[src/r2fft_ram.sv]
`timescale 1ns / 1ps
`default_nettype none
// ----------------------------------------------------------------------------
// r2fft_ram: generic single-port RAM
// One write or one read per cycle, registered read data.
// ----------------------------------------------------------------------------
module r2fft_ram #(
  parameter int WIDTH = 44,
  parameter int DEPTH = 64
) (
  input  wire logic                     clk,
  input  wire logic                     we,
  input  wire logic [$clog2(DEPTH)-1:0] addr,
  input  wire logic [WIDTH-1:0]         wdata,
  output logic      [WIDTH-1:0]         rdata
);
  logic [WIDTH-1:0] mem [DEPTH];

  always_ff @(posedge clk) begin
    if (we) mem[addr] <= wdata;
    rdata <= mem[addr];
  end
endmodule
`default_nettype wire

[config.mk]
export PLATFORM = sky130hd
export DESIGN_NAME = r2fft_ram
export DESIGN_NICKNAME = d
export VERILOG_FILES = /design/src/r2fft_ram.sv
export SDC_FILE = /design/constraint.sdc
export NUM_CORES = 2
export LEC_CHECK = 0
export BUFFER_PORTS_ARGS = -buffer_cell sky130_fd_sc_hd__buf_2
export CORE_UTILIZATION = 35
export CTS_BUF_LIST = sky130_fd_sc_hd__clkbuf_4 sky130_fd_sc_hd__clkbuf_8
export CTS_CLUSTER_DIAMETER = 60
export CTS_CLUSTER_SIZE = 20
export DETAILED_ROUTE_END_ITERATION = 16
export SLEW_MARGIN = 20
export SYNTH_ARGS = -nofsm -noshare
export SYNTH_HDL_FRONTEND = slang
export SYNTH_SLANG_ARGS = --single-unit
[constraint.sdc]
create_clock -name clk -period 7.67 [get_ports clk]
set_clock_uncertainty 0.1 [all_clocks]
set_input_delay 1.534 -clock clk [delete_from_list [all_inputs] [get_ports clk]]
set_output_delay 1.534 -clock clk [all_outputs]
set_load 0.005 [all_outputs]
==> results.py <==
metrics = {
    "detailed_routing": {
        "drc_errors": 0,
        "viasPerCell": 6.05,
        "drt_iter0_drc": 9010,
        "wl_per_cell_um": 32.5,
        "ant_nets": 0,
        "first_pass_iters": 6,
        "drt_wl_total_um": 333000,
        "vias": 62000,
    },
    "clock_network": {
        "clockRootBuffer": "clkbuf_8",
        "numCtsBuffers": 178,
        "holdBufCountCts": 0,
        "clkTransAtPathRegs_ps": 120,
        "htree_num_levels": 4,
        "cts_sinks": 2860,
        "cts_buffer_depth": 4,
        "postCtsResizedCells": 0,
        "clk_latency_ps": 1020,
        "cts_tree": "done",
        "cts_setup_buffers": 0,
    },
    "outcome": {
        "status": "finished, final reports clean",
    },
    "pwr": {
        "vdd_drop_max_mv": 0.151,
        "p_clk_share_pct": 28.3,
        "internal_power_mw": 20.4,
        "seq_power_share_pct": 65.3,
        "total_power_mw": 26.6,
        "power_density_nw_per_um2": 227,
        "p_leak_nw": 35.0,
        "pwr-share-comb_pct": 6.5,
        "switching_share_pct": 23.1,
        "switching_power_mw": 6.15,
    },
    "place": {
        "place_ws_ps": 2180,
        "port_buffers": 95,
        "dp_hpwl_um": 183000,
        "gp_congestion": 0.841,
    },
    "critical_path": {
        "crit_type": "in2reg",
        "critPathBufInv": 3,
        "crit_arrival_ps": 5150,
        "crit_path_top_delay_cell": "nor2_4",
        "critPathMaxFanout": 61,
        "slowest_delay_ps": 1010,
        "path_common_cell": "buf_4",
        "critPathCaptureType": "flop",
        "worstPathRequired_ps": 8220,
        "cp_cell_sequence": "buf_8, nor2b_4, buf_4, nand2_1, nor2_4, buf_4",
        "start_kind": "input port",
        "path_delay_family": "simple AND/OR/NAND/NOR gates",
    },
    "yosys": {
        "postSynthAreaPerCell_sq_um": 17.9,
        "ys_warn_count": 0,
        "synthTopCellsByArea": "edfxtp_1 79%, a221oi_1 4.6%, a22oi_1 3.3%",
        "syn_inst": 6017,
        "synth_area_sq_um": 107000,
        "yosys.cell_types.count": 54,
        "yosysTopAreaCell": "edfxtp_1",
        "ys_seq_area_share_pct": 79.5,
        "syn_nets": 6069,
        "ys_ff_latch": 2860,
        "synth_ff_type": "edfxtp_1",
        "synthArstFlopShare_pct": 0,
        "synth_most_common_cell": "edfxtp_1",
        "synth_top_area_share_pct": 78.7,
        "ys_top_cells_by_count": "2816 x edfxtp_1, 559 x a221oi_1, 467 x a22oi_1",
        "synth_edf_count": 2816,
    },
    "final_layout": {
        "final-seq-area_sq_um": 85400,
        "drive_above_1_share_pct": 15.2,
        "fillers": 27600,
        "num-nets-final": 6096,
        "area_growth_pct": 9.03,
        "multi_input_area_sq_um": 20500,
        "final_core_utilization_pct": 38.3,
    },
    "timing": {
        "worst_pin_slew_ps": 1170,
        "timing.fmax_ghz": 0.218,
        "rsz0062_at_grt": "false",
        "setup_viol": 0,
        "finalCriticalPeriod_ps": 4600,
        "slew_violations": 0,
        "slew_headroom_pct": 21.8,
        "fin_setup_tns_ps": 0,
        "setup_slack_ps": 3070,
        "timing.final.crit_share_pct": 59.9,
        "holdWs_ps": 565,
        "hold_viol": 0,
    },
    "global_route": {
        "grt_pass1_wl_um": 464000,
        "grt_usage_pct": 20.9,
        "grt_pass1_vias": 59400,
        "grt_overflow": 0,
        "antenna_found_initial": 35,
        "grt_max_degree": 146,
    },
    "floorplan": {
        "rows": 203,
        "start_util_pct": 35.2,
        "core_sq_um": 306000,
        "die_h_um": 556,
        "die_w_um": 556,
        "dieArea_sq_um": 309000,
        "pin_count": 96,
    },
    "min_path": {
        "hold_path_class": "reg2reg",
    },
    "job": {
        "drv_cap": 0,
    },
}
-- state kept, by name, indices dropped and copies added (netlist names) --
name   flops
mem     2816
rdata     44
-- logic make-up after synthesis --
logic type	Yosys count	share of synthesized area, %
buf+inv	472	1.95
compound gates	1740	12.2
mux	366	3.86
simple gates	579	2.46
flops	2860	79.5
-- per-layer routing --
metal	part of all wire, %	wire [um]	vias to the layer above	global-route usage, %
met1	39	130000	32500	28.5
met2	47	158000	3757	34.0
met3	9.8	32800	564	3.26
met4	3.6	11900	12	7.15
li1	-	-	25200	-
met5	0.017	56	-	0
-- power by group through the flow --
| stage | sequential [mW] | combinational [mW] | clock (mW) |
|---|---|---|---|
| after floorplan | 17.7 | 0.830 | 0 |
| after global routing | 17.4 | 1.79 | 8.04 |
| after global placement | 17.7 | 1.67 | 0 |
| after detailed placement | 17.7 | 1.69 | 0 |
| after CTS | 17.4 | 1.70 | 7.58 |
| final | 17.4 | 1.72 | 7.52 |
-- worst min-delay path: cells and delay by family (launching register included) --
family,cells,cell delay (ps)
and+or+nand+nor,1,60
DFF,1,340
AOI/OAI and AO/OA,3,270
-- final cells by class --
class | instances | share of cell area [%]
inverters | 4 | 0.0278
flip-flops and latches | 2860 | 72.9
well taps | 4100 | 4.38
diodes | 13 | 0.0278
repair buffers | 315 | 2.26
multi-input cells | 2685 | 17.5
clock buffers | 239 | 2.51
clock inverters | 38 | 0.353
-- stage by stage --
stage                     std cells  instance area [sq um]
after detailed placement       9963                 114000
after global placement         9963                 114000
after CTS                     10200                 117000
after floorplan                6017                 107000
final                         10300                 117000
after global routing          10200                 117000
-- path summary, 6_finish.rpt --
path | startpoint | end | slack (ps) | depth (start not counted)
max | addr[1] | mem[18][21] | 3070 | 6
min | mem[8][0] | rdata[0] | 570 | 4
max reg2reg | mem[30][37] | rdata[37] | 5050 | 6
min reg2reg | mem[8][0] | rdata[0] | 570 | 4
-- layout by cell type, fill, tap and decap left out, types with 8 or more instances in the layout --
cell and instances:
and4_1 16, buf_4 197, o31ai_1 17, clkinv_2 8
dfxtp_1 44, a22o_1 41, nor3_1 105, nor2_4 67
a22oi_1 467, a21oi_1 171, mux2_2 230, a221oi_2 8
o22ai_1 228, clkbuf_8 183, mux2i_1 105, nand4_1 24
o211a_1 17, a211oi_1 8, mux4_2 14, o21ai_0 111
or4_1 17, clkbuf_4 56, or3_1 8, nor2_1 178
edfxtp_1 2816, nand3_1 15, o221ai_1 25, buf_2 79
buf_12 35, nand2_1 106, diode_2 13, a221oi_1 559
mux2_1 17, a221o_1 64
Note: power is estimated with default switching activity, not from simulation.
